**src/rtl/core/hav_pkg.sv**
```systemverilog
// ----------------------------------------------------------------------------
// hav_pkg - shared types and constants for the haversine distance block
// Holds the CORDIC arctangent table and the sequencer state codes.
// ----------------------------------------------------------------------------
package hav_pkg;

	localparam int ITER = 30;
	localparam logic signed [39:0] CORDIC_GAIN = 40'sd652032874;
	localparam logic signed [39:0] Q_ONE = 40'sd1073741824;
	localparam logic signed [33:0] QUARTER_TURN = 34'sd180000000;
	localparam logic signed [33:0] HALF_TURN = 34'sd360000000;
	localparam logic signed [33:0] FULL_TURN = 34'sd720000000;
	localparam logic [33:0] PI_Q32 = 34'd13493037705;
	localparam logic [63:0] RAD_DIVISOR = 64'd1440000000;
	localparam logic [24:0] DIST_MAX = 25'h1FFFFFE;
	localparam logic [24:0] DIST_ALL_ONES = 25'h1FFFFFF;

	typedef enum logic [3:0] {
		ST_IDLE, ST_REDUCE, ST_CONV, ST_DIV, ST_SIN, ST_MUL, ST_SQRT, ST_ATAN, ST_SCALE,
		ST_OUT
	} hav_state_t;

	function automatic logic signed [39:0] arctan_q30(input logic [4:0] i);
		case (i)
			5'd0: arctan_q30 = 40'sd843314857;
			5'd1: arctan_q30 = 40'sd497837829;
			5'd2: arctan_q30 = 40'sd263043837;
			5'd3: arctan_q30 = 40'sd133525159;
			5'd4: arctan_q30 = 40'sd67021687;
			5'd5: arctan_q30 = 40'sd33543516;
			5'd6: arctan_q30 = 40'sd16775851;
			5'd7: arctan_q30 = 40'sd8388437;
			5'd8: arctan_q30 = 40'sd4194283;
			5'd9: arctan_q30 = 40'sd2097149;
			default: arctan_q30 = 40'sd1 <<< (5'd30 - i);
		endcase
	endfunction

endpackage

```
**src/rtl/core/haversine_nearest_point.sv**
```systemverilog
// ----------------------------------------------------------------------------
// haversine_nearest_point - great-circle distance with nearest-point search
// One request at a time through a shared CORDIC, serial multiplier and
// serial square-root unit.
// ----------------------------------------------------------------------------
// Each request runs from acceptance to a valid result through four angle
// evaluations (a reduce step, a 34-step bit-serial multiply by pi, a 31-step
// restoring divide and 30 CORDIC steps, with load steps), four bit-serial
// multiplies, two digit-by-digit roots, a 30-step vectoring CORDIC, a scale
// multiply at two bits a cycle and an output state. The serial units work one
// bit or digit per cycle. A new request is taken while the previous result
// still waits in the output registers; the sequencer holds in its output
// state until that result is taken.
module haversine_nearest_point
	import hav_pkg::*;
#(
	parameter int MAX_POINTS = 256
) (
	input  logic               clk,
	input  logic               arst_n,
	input  logic               cfg_we,
	input  logic [1:0]         cfg_index,
	input  logic [28:0]        cfg_data,
	input  logic               in_valid,
	output logic               in_ready,
	input  logic signed [27:0] point_latitude,
	input  logic signed [28:0] point_longitude,
	input  logic               first_of_set,
	output logic               out_valid,
	input  logic               out_ready,
	output logic [24:0]        distance_m,
	output logic [7:0]         point_index,
	output logic [7:0]         nearest_index,
	output logic [24:0]        nearest_distance_m
);

	localparam logic [7:0] LIMIT = (MAX_POINTS - 1 > 255) ? 8'd255 : 8'(MAX_POINTS - 1);
	localparam logic [1:0] REG_LAT = 2'd0, REG_LON = 2'd1, REG_RAD = 2'd2;

	logic signed [27:0] ref_lat_q;
	logic signed [28:0] ref_lon_q;
	logic [12:0] radius_q;
	logic [24:0] best_dist_q;
	logic [7:0]  best_idx_q, count_q;

	logic signed [27:0] lat_q;
	logic signed [28:0] lon_q;
	logic first_q;

	hav_state_t state_q, state_d;
	logic [1:0]  sel_q;          // which angle / product / root
	logic [5:0]  step_q;
	logic signed [33:0] ang_q;   // reduced angle, half microdegrees
	logic signed [39:0] x_q, y_q, z_q;
	logic signed [39:0] s1_q, s2_q, c1_q, c2_q, p_q, h_q, sq_y_q;
	// serial multiplier
	logic [63:0] macc_q;
	logic [33:0] mb_q;
	logic [63:0] ma_q;
	logic        mneg_q;
	// serial root, also remainder, divisor and quotient of the angle divide
	logic [63:0] rv_q, rres_q, rbit_q;
	logic [24:0] dist_q;

	logic out_valid_q;
	logic out_load;

	// reduce / multiply helpers
	logic signed [33:0] ang_sel, r0, r1, r2;
	logic signed [39:0] sh_x, sh_y, nz;
	logic [63:0] mul_a_sel;
	logic [33:0] mul_b_sel;
	logic        mul_neg_sel;
	logic signed [39:0] op_a, op_b;
	logic signed [63:0] mres;
	logic [63:0] rsum;

	assign in_ready = (state_q == ST_IDLE);
	assign out_valid = out_valid_q;
	assign out_load = (state_q == ST_OUT) && (!out_valid_q || out_ready);

	always_comb begin
		case (sel_q)
			2'd0: ang_sel = 34'(lat_q) - 34'(ref_lat_q);
			2'd1: ang_sel = 34'(lon_q) - 34'(ref_lon_q);
			2'd2: ang_sel = (34'(ref_lat_q) <<< 1) + QUARTER_TURN;
			default: ang_sel = (34'(lat_q) <<< 1) + QUARTER_TURN;
		endcase
	end

	// fold a value already within two turns into [-90, 90] degrees
	always_comb begin
		r0 = ang_q;
		if (r0 >= FULL_TURN) r0 = r0 - FULL_TURN;
		if (r0 <= -FULL_TURN) r0 = r0 + FULL_TURN;
		r1 = r0;
		if (r1 >= HALF_TURN) r1 = r1 - FULL_TURN;
		if (r1 < -HALF_TURN) r1 = r1 + FULL_TURN;
		r2 = r1;
		if (r2 > QUARTER_TURN) r2 = HALF_TURN - r2;
		if (r2 < -QUARTER_TURN) r2 = -HALF_TURN - r2;
	end

	assign sh_x = x_q >>> step_q[4:0];
	assign sh_y = y_q >>> step_q[4:0];
	assign nz = arctan_q30(step_q[4:0]);

	// operand pairs for the multiplies: s1*s1, s2*s2, c1*c2, then the two products
	always_comb begin
		case (sel_q)
			2'd0: begin op_a = s1_q; op_b = s1_q; end
			2'd1: begin op_a = s2_q; op_b = s2_q; end
			2'd2: begin op_a = c1_q; op_b = c2_q; end
			default: begin op_a = p_q; op_b = sq_y_q; end
		endcase
		mul_neg_sel = (op_a < 0) != (op_b < 0);
		mul_a_sel = 64'(op_a < 0 ? -op_a : op_a);
		mul_b_sel = 34'(op_b < 0 ? -op_b : op_b);
	end

	assign mres = mneg_q ? -$signed(64'((macc_q + 64'd536870912) >> 30))
		: $signed(64'((macc_q + 64'd536870912) >> 30));
	assign rsum = rres_q + rbit_q;

	always_comb begin
		state_d = state_q;
		case (state_q)
			ST_IDLE:   if (in_valid && in_ready) state_d = ST_REDUCE;
			ST_REDUCE: state_d = ST_CONV;
			ST_CONV:   if (step_q == 6'd34) state_d = ST_DIV;
			ST_DIV:    if (step_q == 6'd32) state_d = ST_SIN;
			ST_SIN: begin
				if (step_q == 6'd29) state_d = (sel_q == 2'd3) ? ST_MUL : ST_REDUCE;
			end
			ST_MUL: begin
				if (step_q == 6'd34 && sel_q == 2'd3) state_d = ST_SQRT;
			end
			ST_SQRT:   if (step_q == 6'd33 && sel_q == 2'd1) state_d = ST_ATAN;
			ST_ATAN:   if (step_q == 6'd29) state_d = ST_SCALE;
			ST_SCALE:  if (step_q == 6'd14) state_d = ST_OUT;
			ST_OUT:    if (out_load) state_d = ST_IDLE;
			default:   state_d = ST_IDLE;
		endcase
	end

	always_ff @(posedge clk or negedge arst_n) begin
		if (!arst_n) begin
			state_q <= ST_IDLE;
		end else begin
			state_q <= state_d;
		end
	end

	// register file, set tracking and output handshake
	always_ff @(posedge clk or negedge arst_n) begin
		if (!arst_n) begin
			ref_lat_q <= '0;
			ref_lon_q <= '0;
			radius_q <= 13'd6371;
			best_dist_q <= DIST_ALL_ONES;
			best_idx_q <= '0;
			count_q <= '0;
			out_valid_q <= 1'b0;
			distance_m <= '0;
			point_index <= '0;
			nearest_index <= '0;
			nearest_distance_m <= '0;
		end else begin
			if (cfg_we) begin
				case (cfg_index)
					REG_LAT: ref_lat_q <= cfg_data[27:0];
					REG_LON: ref_lon_q <= cfg_data;
					REG_RAD: radius_q <= cfg_data[12:0];
					default: ;
				endcase
			end
			if (out_load) begin
				out_valid_q <= 1'b1;
				distance_m <= dist_q;
				if (first_q) begin
					point_index <= 8'd0;
					best_dist_q <= dist_q;
					best_idx_q <= 8'd0;
					nearest_index <= 8'd0;
					nearest_distance_m <= dist_q;
					count_q <= (8'd0 < LIMIT) ? 8'd1 : LIMIT;
				end else begin
					point_index <= count_q;
					if (dist_q < best_dist_q) begin
						best_dist_q <= dist_q;
						best_idx_q <= count_q;
						nearest_index <= count_q;
						nearest_distance_m <= dist_q;
					end else begin
						nearest_index <= best_idx_q;
						nearest_distance_m <= best_dist_q;
					end
					count_q <= (count_q < LIMIT) ? count_q + 8'd1 : LIMIT;
				end
			end else if (out_valid_q && out_ready) begin
				out_valid_q <= 1'b0;
			end
		end
	end

	// datapath
	always_ff @(posedge clk) begin
		case (state_q)
			ST_IDLE: begin
				if (in_valid && in_ready) begin
					lat_q <= point_latitude;
					lon_q <= point_longitude;
					first_q <= first_of_set;
					sel_q <= 2'd0;
				end
			end
			ST_REDUCE: begin
				ang_q <= ang_sel;
				step_q <= '0;
				macc_q <= '0;
			end
			ST_CONV: begin
				// |r| * pi_q32, one multiplier bit per cycle
				if (step_q == 6'd0) begin
					ang_q <= r2;
					mb_q <= PI_Q32;
					ma_q <= 64'(r2 < 0 ? -r2 : r2);
					mneg_q <= r2 < 0;
					macc_q <= '0;
				end else begin
					if (mb_q[0]) macc_q <= macc_q + ma_q;
					mb_q <= mb_q >> 1;
					ma_q <= ma_q << 1;
				end
				step_q <= (step_q == 6'd34) ? 6'd0 : step_q + 6'd1;
			end
			ST_DIV: begin
				// restoring divide to radians, one quotient bit a cycle
				if (step_q == 6'd0) begin
					rv_q <= macc_q + (RAD_DIVISOR >> 1);
					rbit_q <= RAD_DIVISOR << 30;
					rres_q <= '0;
					step_q <= 6'd1;
				end else if (step_q < 6'd32) begin
					if (rv_q >= rbit_q) begin
						rv_q <= rv_q - rbit_q;
						rres_q <= {rres_q[62:0], 1'b1};
					end else begin
						rres_q <= {rres_q[62:0], 1'b0};
					end
					rbit_q <= rbit_q >> 1;
					step_q <= step_q + 6'd1;
				end else begin
					z_q <= mneg_q ? -$signed(40'(rres_q)) : $signed(40'(rres_q));
					x_q <= CORDIC_GAIN;
					y_q <= '0;
					step_q <= '0;
				end
			end
			ST_SIN: begin
				if (z_q >= 0) begin
					x_q <= x_q - sh_y; y_q <= y_q + sh_x; z_q <= z_q - nz;
				end else begin
					x_q <= x_q + sh_y; y_q <= y_q - sh_x; z_q <= z_q + nz;
				end
				if (step_q == 6'd29) begin
					step_q <= '0;
					sel_q <= sel_q + 2'd1;
					case (sel_q)
						2'd0: s1_q <= (z_q >= 0) ? y_q + sh_x : y_q - sh_x;
						2'd1: s2_q <= (z_q >= 0) ? y_q + sh_x : y_q - sh_x;
						2'd2: c1_q <= (z_q >= 0) ? y_q + sh_x : y_q - sh_x;
						default: begin
							c2_q <= (z_q >= 0) ? y_q + sh_x : y_q - sh_x;
							p_q <= '0;
						end
					endcase
				end else begin
					step_q <= step_q + 6'd1;
				end
			end
			ST_MUL: begin
				if (step_q == 6'd0) begin
					ma_q <= mul_a_sel; mb_q <= mul_b_sel; mneg_q <= mul_neg_sel;
					macc_q <= '0;
					step_q <= 6'd1;
				end else if (step_q < 6'd34) begin
					if (mb_q[0]) macc_q <= macc_q + ma_q;
					mb_q <= mb_q >> 1;
					ma_q <= ma_q << 1;
					step_q <= step_q + 6'd1;
				end else begin
					step_q <= '0;
					case (sel_q)
						2'd0: begin h_q <= 40'(mres); sel_q <= 2'd1; end
						2'd1: begin sq_y_q <= 40'(mres); sel_q <= 2'd2; end
						2'd2: begin p_q <= 40'(mres); sel_q <= 2'd3; end
						default: begin
							// final term, clamp h into [0, 1]
							if (h_q + 40'(mres) < 0) h_q <= '0;
							else if (h_q + 40'(mres) > Q_ONE) h_q <= Q_ONE;
							else h_q <= h_q + 40'(mres);
							sel_q <= 2'd0;
						end
					endcase
				end
			end
			ST_SQRT: begin
				// digit-by-digit root, one result bit a cycle
				if (step_q == 6'd0) begin
					rv_q <= (sel_q == 2'd0) ? 64'(h_q) << 30 : 64'(Q_ONE - h_q) << 30;
					rres_q <= '0;
					rbit_q <= 64'd1 << 62;
					step_q <= 6'd1;
				end else if (step_q < 6'd33) begin
					if (rv_q >= rsum) begin
						rv_q <= rv_q - rsum;
						rres_q <= (rres_q >> 1) + rbit_q;
					end else begin
						rres_q <= rres_q >> 1;
					end
					rbit_q <= rbit_q >> 2;
					step_q <= step_q + 6'd1;
				end else begin
					step_q <= '0;
					if (sel_q == 2'd0) begin
						y_q <= 40'(rres_q);
						sel_q <= 2'd1;
					end else begin
						x_q <= 40'(rres_q);
						z_q <= '0;
						sel_q <= 2'd0;
					end
				end
			end
			ST_ATAN: begin
				if (y_q >= 0) begin
					x_q <= x_q + sh_y; y_q <= y_q - sh_x; z_q <= z_q + nz;
				end else begin
					x_q <= x_q - sh_y; y_q <= y_q + sh_x; z_q <= z_q - nz;
				end
				if (step_q == 6'd29) begin
					step_q <= '0;
					macc_q <= '0;
					ma_q <= 64'(((y_q >= 0) ? z_q + nz : z_q - nz) < 0 ? 40'sd0
						: ((y_q >= 0) ? z_q + nz : z_q - nz)) << 1;
					mb_q <= 34'(radius_q) * 34'd1000;
				end else begin
					step_q <= step_q + 6'd1;
				end
			end
			ST_SCALE: begin
				// two multiplier bits a cycle over the scale factor (radius times 1000, at most 23 bits)
				macc_q <= macc_q + (mb_q[0] ? ma_q : 64'd0) + (mb_q[1] ? ma_q << 1 : 64'd0);
				mb_q <= mb_q >> 2;
				ma_q <= ma_q << 2;
				if (step_q == 6'd14) begin
					step_q <= '0;
					if (((macc_q + 64'd536870912) >> 30) > 64'(DIST_MAX)) dist_q <= DIST_MAX;
					else dist_q <= 25'((macc_q + 64'd536870912) >> 30);
				end else begin
					step_q <= step_q + 6'd1;
				end
			end
			default: ;
		endcase
	end

endmodule

```
**config.mk**
```make
export PLATFORM = sky130hd
export DESIGN_NAME = haversine_nearest_point
export DESIGN_NICKNAME = d
export VERILOG_FILES = /design/src/rtl/core/hav_pkg.sv /design/src/rtl/core/haversine_nearest_point.sv
export SDC_FILE = /design/constraint.sdc
export NUM_CORES = 2
export LEC_CHECK = 0
export CAP_MARGIN = 25
export CORE_MARGIN = 2
export CORE_UTILIZATION = 45
export CTS_BUF_LIST = sky130_fd_sc_hd__clkbuf_16
export CTS_CLUSTER_SIZE = 12
export DETAILED_ROUTE_END_ITERATION = 12
export DONT_BUFFER_PORTS = 1
export GPL_ROUTABILITY_DRIVEN = 1
export PLACE_DENSITY = 0.72
export SLEW_MARGIN = 20
export SYNTH_ARGS = -nofsm -noshare
export SYNTH_HDL_FRONTEND = slang
export SYNTH_SLANG_ARGS = --single-unit
```
**constraint.sdc**
```tcl
create_clock -name clk -period 19.5 [get_ports clk]
set_input_delay 5.85 -clock clk [delete_from_list [all_inputs] [get_ports clk]]
set_output_delay 5.85 -clock clk [all_outputs]
set_load 0.005 [all_outputs]
```
; After elaboration in Yosys (flattened, before gate mapping)
; Cells that the tools add are included.
[op_classes]
add_sub_neg = 38
mul = 1
magnitude_cmp = 22
n_eq_ne = 55
n_shift = 3
mux = 132
bitwise_logic = 4
n_reduce_logical = 49
[ops]
columns = operator, count
row1 = $mux W64, 29
row2 = $mux W40, 30
row3 = $pmux W40 S4, 3
row4 = $mux W34, 12
row5 = $pmux W40 S10, 1
row6 = $pmux W64 S2, 3
row7 = $pmux W64 S5, 1
row8 = $add A64 B64 Y64, 4
row9 = $pmux W64 S4, 1
row10 = $pmux W40 S3, 2
row11 = $add A40 B40 Y40, 4
row12 = $lt A40 B1 Y1 const B, 4
row13 = $pmux W40 S2, 2
row14 = $pmux W34 S4, 1
row15 = $add A64 B30 Y64 const B, 2
row16 = $ge A64 B64 Y1, 2
row17 = $sub A64 B64 Y64, 2
row18 = $mux W63, 2
row19 = $sub A40 B40 Y40, 3
row20 = $pmux W34 S3, 1
row21 = $ge A40 B1 Y1 const B, 2
row22 = $sshr A40 B5 Y40, 2
row23 = $add A34 B31 Y34 const B, 2
row24 = $pmux W34 S2, 1
row25 = other kinds (82), 188
[totals]
register_bits = 1054
elab_cells = 339

; Longest topological paths before layout
[logic_depth]
word_depth = 16
ltp_mapped = 67
ltp_nobuf = 54

; Least setup slack after synthesis
; No wires, ideal clock.
[synth_timing]
kind = register -> register
start = reg rres_q[0]
end = reg rv_q[0], enable pin
setup_time_ps = 584
arrival_time_ps = 13647
required_ps = 18916
setup_slack_ps = 5270
path_stages_with_launch = 45
n_path_buf = 3
cell_sequence = edfxtp_1 ha_1 fa_1 a21o_1 a21oi_1 o21bai_1 a21oi_1 o21bai_1 a21oi_1 o21bai_1 a21oi_1 o21ai_0 a211oi_1 o21ai_0 nand2_1 o2111ai_1 o211ai_1 o2111ai_1 (+9 left out) nand3_1 o41ai_1 o21ai_0 o41a_1 a41o_1 o21ai_0 a21oi_1 nor2_1 xor2_1 ha_1 or2_2 a21oi_1 a31oi_1 clkbuf_1 clkbuf_1 buf_1 o21ai_0 a21boi_0
[synth_between]
elab_chain_len = 4
[synth_rtl]
columns = item, line_no
row1 = from (decl), haversine_nearest_point.sv:62  ; logic [63:0] rv_q, rres_q, rbit_q;
row2 = from (signal assigned), haversine_nearest_point.sv:247  ; rres_q <= {rres_q[62:0], 1'b1};
row3 = from (signal assigned), haversine_nearest_point.sv:249  ; rres_q <= {rres_q[62:0], 1'b0};
row4 = from (signal assigned), haversine_nearest_point.sv:318  ; rres_q <= (rres_q >> 1) + rbit_q;
row5 = $add A64 B64 Y64, haversine_nearest_point.sv:123  ; assign rsum = rres_q + rbit_q;
row6 = $ge A64 B64 Y1, haversine_nearest_point.sv:316  ; if (rv_q >= rsum) begin
row7 = $ne A3 B3 Y1 (no source line), -
row8 = $reduce_and A5 Y1 (no source line), -
row9 = to (signal assigned), haversine_nearest_point.sv:240  ; rv_q <= macc_q + (RAD_DIVISOR >> 1);
row10 = to (signal assigned), haversine_nearest_point.sv:311  ; rv_q <= (sel_q == 2'd0) ? 64'(h_q) << 30 : 64'(Q_ONE - h_q) << 30;
row11 = to (signal assigned), haversine_nearest_point.sv:317  ; rv_q <= rv_q - rsum;
row12 = to (decl), haversine_nearest_point.sv:62
; No other way between the ends.
; A chain may end at the register's enable or synchronous reset.

; Worst setup path in the final report
[layout_timing]
start = reg ang_q[0]
end = reg ma_q[25] (data pin)
[layout_between]
elab_chain_len = 16
elab_cells_between_ends = 23
cone_classes = add/sub: 7 / order compare: 7 / mux: 9
[layout_rtl]
columns = item, line_no
row1 = from (decl), haversine_nearest_point.sv:53  ; logic signed [33:0] ang_q;
row2 = from (signal assigned), haversine_nearest_point.sv:218  ; ang_q <= ang_sel;
row3 = from (signal assigned), haversine_nearest_point.sv:225  ; ang_q <= r2;
row4 = $sub A34 B31 Y34 or $ge A34 B31 Y1 (tied branches), haversine_nearest_point.sv:94  ; if (r0 >= FULL_TURN) r0 = r0 - FULL_TURN;
row5 = $mux W34 (*), haversine_nearest_point.sv:94
row6 = $add A34 B31 Y34 or $le A34 B31 Y1 (tied branches), haversine_nearest_point.sv:95  ; if (r0 <= -FULL_TURN) r0 = r0 + FULL_TURN;
row7 = $mux W34 (*), haversine_nearest_point.sv:95
row8 = $sub A34 B31 Y34 or $ge A34 B30 Y1 (tied branches), haversine_nearest_point.sv:97  ; if (r1 >= HALF_TURN) r1 = r1 - FULL_TURN;
row9 = $mux W34 (*), haversine_nearest_point.sv:97
row10 = $add A34 B31 Y34 or $lt A34 B30 Y1 (tied branches), haversine_nearest_point.sv:98  ; if (r1 < -HALF_TURN) r1 = r1 + FULL_TURN;
row11 = $mux W34 (*), haversine_nearest_point.sv:98
row12 = $sub A30 B34 Y34 or $gt A34 B29 Y1 (tied branches), haversine_nearest_point.sv:100  ; if (r2 > QUARTER_TURN) r2 = HALF_TURN - r2;
row13 = $mux W34 (*), haversine_nearest_point.sv:100
row14 = $sub A30 B34 Y34 or $lt A34 B29 Y1 (tied branches), haversine_nearest_point.sv:101  ; if (r2 < -QUARTER_TURN) r2 = -HALF_TURN - r2;
row15 = $mux W34 (*), haversine_nearest_point.sv:101
row16 = $neg A34 Y64 or $lt A34 B1 Y1 (tied branches), haversine_nearest_point.sv:227  ; ma_q <= 64'(r2 < 0 ? -r2 : r2);
row17 = $mux W64 (*), haversine_nearest_point.sv:227
row18 = $mux W64 (*), haversine_nearest_point.sv:224  ; if (step_q == 6'd0) begin
row19 = $pmux W64 S4 (*), haversine_nearest_point.sv:208  ; case (state_q)
row20 = to (signal assigned), haversine_nearest_point.sv:227
row21 = to (signal assigned), haversine_nearest_point.sv:233  ; ma_q <= ma_q << 1;
row22 = to (signal assigned), haversine_nearest_point.sv:284  ; ma_q <= mul_a_sel; mb_q <= mul_b_sel; mneg_q <= mul_neg_sel;
row23 = to (decl), haversine_nearest_point.sv:59  ; logic [63:0] ma_q;
; Every way passes the cells marked *; elsewhere a longest branch is shown, timed or not.

==> run_results.csv <==
group,metric,value,unit
synthesis,ys_seq_area_frac,0.292,
critical_path,crit_cells,54,
global_routing,grt_pass1_vias,89192,
hold_path,hold_class,"reg2reg",
critical_path,crit_arrival,17820,ps
synthesis,syn_inst,12255,
synthesis,synth_area_per_cell,8.52,µm²
synthesis,synth_top_area_share,0.250,
sta,setup_slack,2240,ps
synthesis,synth_edf_count,869,
layout,fin_area,112000,µm²
synthesis,synth-main-ff-cell,"edfxtp_1",
global_routing,grt_pass1_wl,557000,µm
cts,cts_resized,0,
layout,drive_gt1_frac,0.0677,
sta,finalSetupViolations,0,
die,core,230000,µm²
synthesis,synth_area_leaders,"edfxtp_1, ha_1, xnor2_1",
sta,setup_tns,0,ps
critical_path,start_kind,"register",
status,outcome,"finished clean",
synthesis,synth_area,104000,µm²
sta,final.min_clock_period,17260,ps
die,die_w,486,µm
global_routing,grt_antenna_before_repair,21,
detailed_routing,drt-initial-drc-count,11594,
placement,pre_cts_ws,2660,ps
synthesis,synth_compound_area_frac,0.233,
cts,htreeDepth,4,
synthesis,synth_xor_area_frac,0.0868,
detailed_routing,vias,96299,
detailed_routing,dr.pass1.iters,9,
synthesis,yosys.area_share.simple,0.171,
cts,cts_sinks,1043,
critical_path,cp_top_family,"compound AO/OA/AOI/OAI gates",
critical_path,rr_worst_depth,54,
cts,ctsHoldBuffers,0,
sta,hold_viol,0,
synthesis,ys_seq_elements,1043,
synthesis,async_flop_share,0.167,
synthesis,synth_nets,13305,
cts,clk_latency,840,ps
die,die_h,486,µm
synthesis,synth_top_area_cell,"edfxtp_1",
cts,cts_buffer_depth,3,
hold_path,hold_path_end,"point_index[4]",
critical_path,startpoint,"ang_q[0]",
cts,numCtsBuffers,134,
layout,final_cells,15144,
critical_path,end_kind,"register",
sta,max_slew.worst_pin.slew,1240,ps
die,io-pin-count,162,
detailed_routing,antenna_left,0,
critical_path,timing.rr.end,"ma_q[25]",
die,die-area,236000,µm²
critical_path,cpPeakStageDelay,720,ps
critical_path,reg2reg_slack,2240,ps
die,fp-row-count,176,
placement,io_buffer_count,0,
critical_path,critical_path_class,"reg2reg",
die,initial_core_util,0.453,
placement,place_area,108000,µm²
run,drv_cap,0,
cts,ctsRootBufferMaster,"clkbuf_16",
synthesis,synth_top_family_by_area,"compound AO/OA/AOI/OAI gates",
synthesis,muxShareOfSynthArea,0.0451,
detailed_routing,wl_per_cell,24.6,µm
hold_path,hp-start,"point_index[4]",
sta,fmax,57.9,MHz
critical_path,worstPathMaxFanout,18,
synthesis,synth_cell_types,126,
sta,finalCritPeriodShare,0.885,
detailed_routing,drc,0,
synthesis,synth_adder_area_share,0.123,
placement,dpl.cell_count,14885,
cts,tritoncts,"yes",
global_routing,grt_max_degree,175,
detailed_routing,routed_wl,373000,µm
critical_path,cp_num_buf_inv,5,
critical_path,regToRegStartpoint,"ang_q[0]",
sta,rsz0062_at_grt,"no",
cts,cts_setup_buffers,0,
hold_path,min_path_cells,2,
critical_path,crit_path_top_delay_cell,"or4_1",
placement,dp_hpwl,282000,µm
sta,max_slew_margin,0.162,
sta,fin_skew,74.0,ps
cts,clk_pin_slew_worst_paths,60,ps
synthesis,yosysMostFrequentCell,"nand2_1",
layout,area_growth,7.62,%
detailed_routing,via_per_inst,6.36,
synthesis,yosysWarnings,0,
critical_path,cp.required,20060,ps
critical_path,cp_common_cell,"ha_1",
placement,place_congestion,1.02,
global_routing,grt_overflow_total,0,
global_routing,groute.usage.overall,0.305,
sta,drv_slew,0,
layout,fin_nets,13054,
synthesis,synth_commonest_cells,"nand2_1, a21oi_1, nor2_1",
tightest hold or removal path: stages, from the launching register on:
cell     delay [ps]
dfrtp_1         360
nand2_1          50
nand2_1          50
logic make-up after synthesis:
kind of cell    Yosys count
simple gates           3762
buf+inv                1336
mux                     410
fa+ha+maj               956
compound gates         3727
xor+xnor               1021
flops                  1043
layout make-up:
type                            instances  area (µm²)
Antenna cell                           10        25.0
Clock buffer                          138        3450
Clock inverter                        102        1090
Fill cell                           21873      118000
Inverter                              745        2800
Multi-Input combinational cell       9876       69100
Sequential cell                      1043       30500
Tap cell                             3026        3790
Timing Repair Buffer                  204        1590
flip-flops by register name (all words and copies together) (netlist names), 35 cells and up:
signal,cells
s2_q,40
rbit_q,63
macc_q,64
x_q,40
y_q,40
rres_q,64
sq_y_q,35
p_q,40
c1_q,40
ma_q,64
z_q,40
s1_q,40
h_q,40
rv_q,64
c2_q,35
stage by stage:
| step | utilization | hold WS [ps] |
|---|---|---|
| final | 0.488 | 498 |
| after global placement | 0.467 | 482 |
| after floorplan | - | 463 |
| after detailed placement | 0.467 | 486 |
| after global routing | 0.488 | 509 |
| after CTS | 0.487 | 500 |
routing by layer:
| layer | GRT usage | up-vias | routed length [µm] |
|---|---|---|---|
| li1 | - | 44596 | - |
| met1 | 0.407 | 46000 | 151000 |
| met2 | 0.463 | 4816 | 161000 |
| met3 | 0.0661 | 863 | 39200 |
| met4 | 0.156 | 24 | 21900 |
| met5 | 0 | - | 177 |
how the worst max path moves through the flow:
stage / endpoint / slack (ps)
after floorplan: rv_q[0] / 5270
after global placement: ma_q[25] / 2750
after detailed placement: ma_q[25] / 2660
after CTS: ma_q[25] / 2630
after global routing: ma_q[25] / 1160
final: ma_q[25] / 2240
placed cells by master, fill, tap and decap left out, types with 100 or more instances in the layout:
| cell | n |
|---|---|
| a211oi_1 | 149 |
| a21o_1 | 153 |
| a21oi_1 | 971 |
| a22oi_1 | 109 |
| a31oi_1 | 137 |
| and2_1 | 223 |
| buf_4 | 195 |
| clkbuf_16 | 138 |
| dfrtp_1 | 142 |
| edfxtp_1 | 869 |
| fa_1 | 120 |
| ha_1 | 833 |
| inv_1 | 767 |
| mux2_2 | 142 |
| mux2i_1 | 230 |
| nand2_1 | 1250 |
| nand2b_1 | 133 |
| nand3_1 | 301 |
| nor2_1 | 859 |
| nor3_1 | 285 |
| o211ai_1 | 100 |
| o21ai_0 | 809 |
| o21bai_1 | 224 |
| o22ai_1 | 159 |
| or3_1 | 122 |
| xnor2_1 | 685 |
| xor2_1 | 325 |
Power is not shown: default switching activity piles up to over one toggle a cycle in this logic, so the estimate is an artifact.
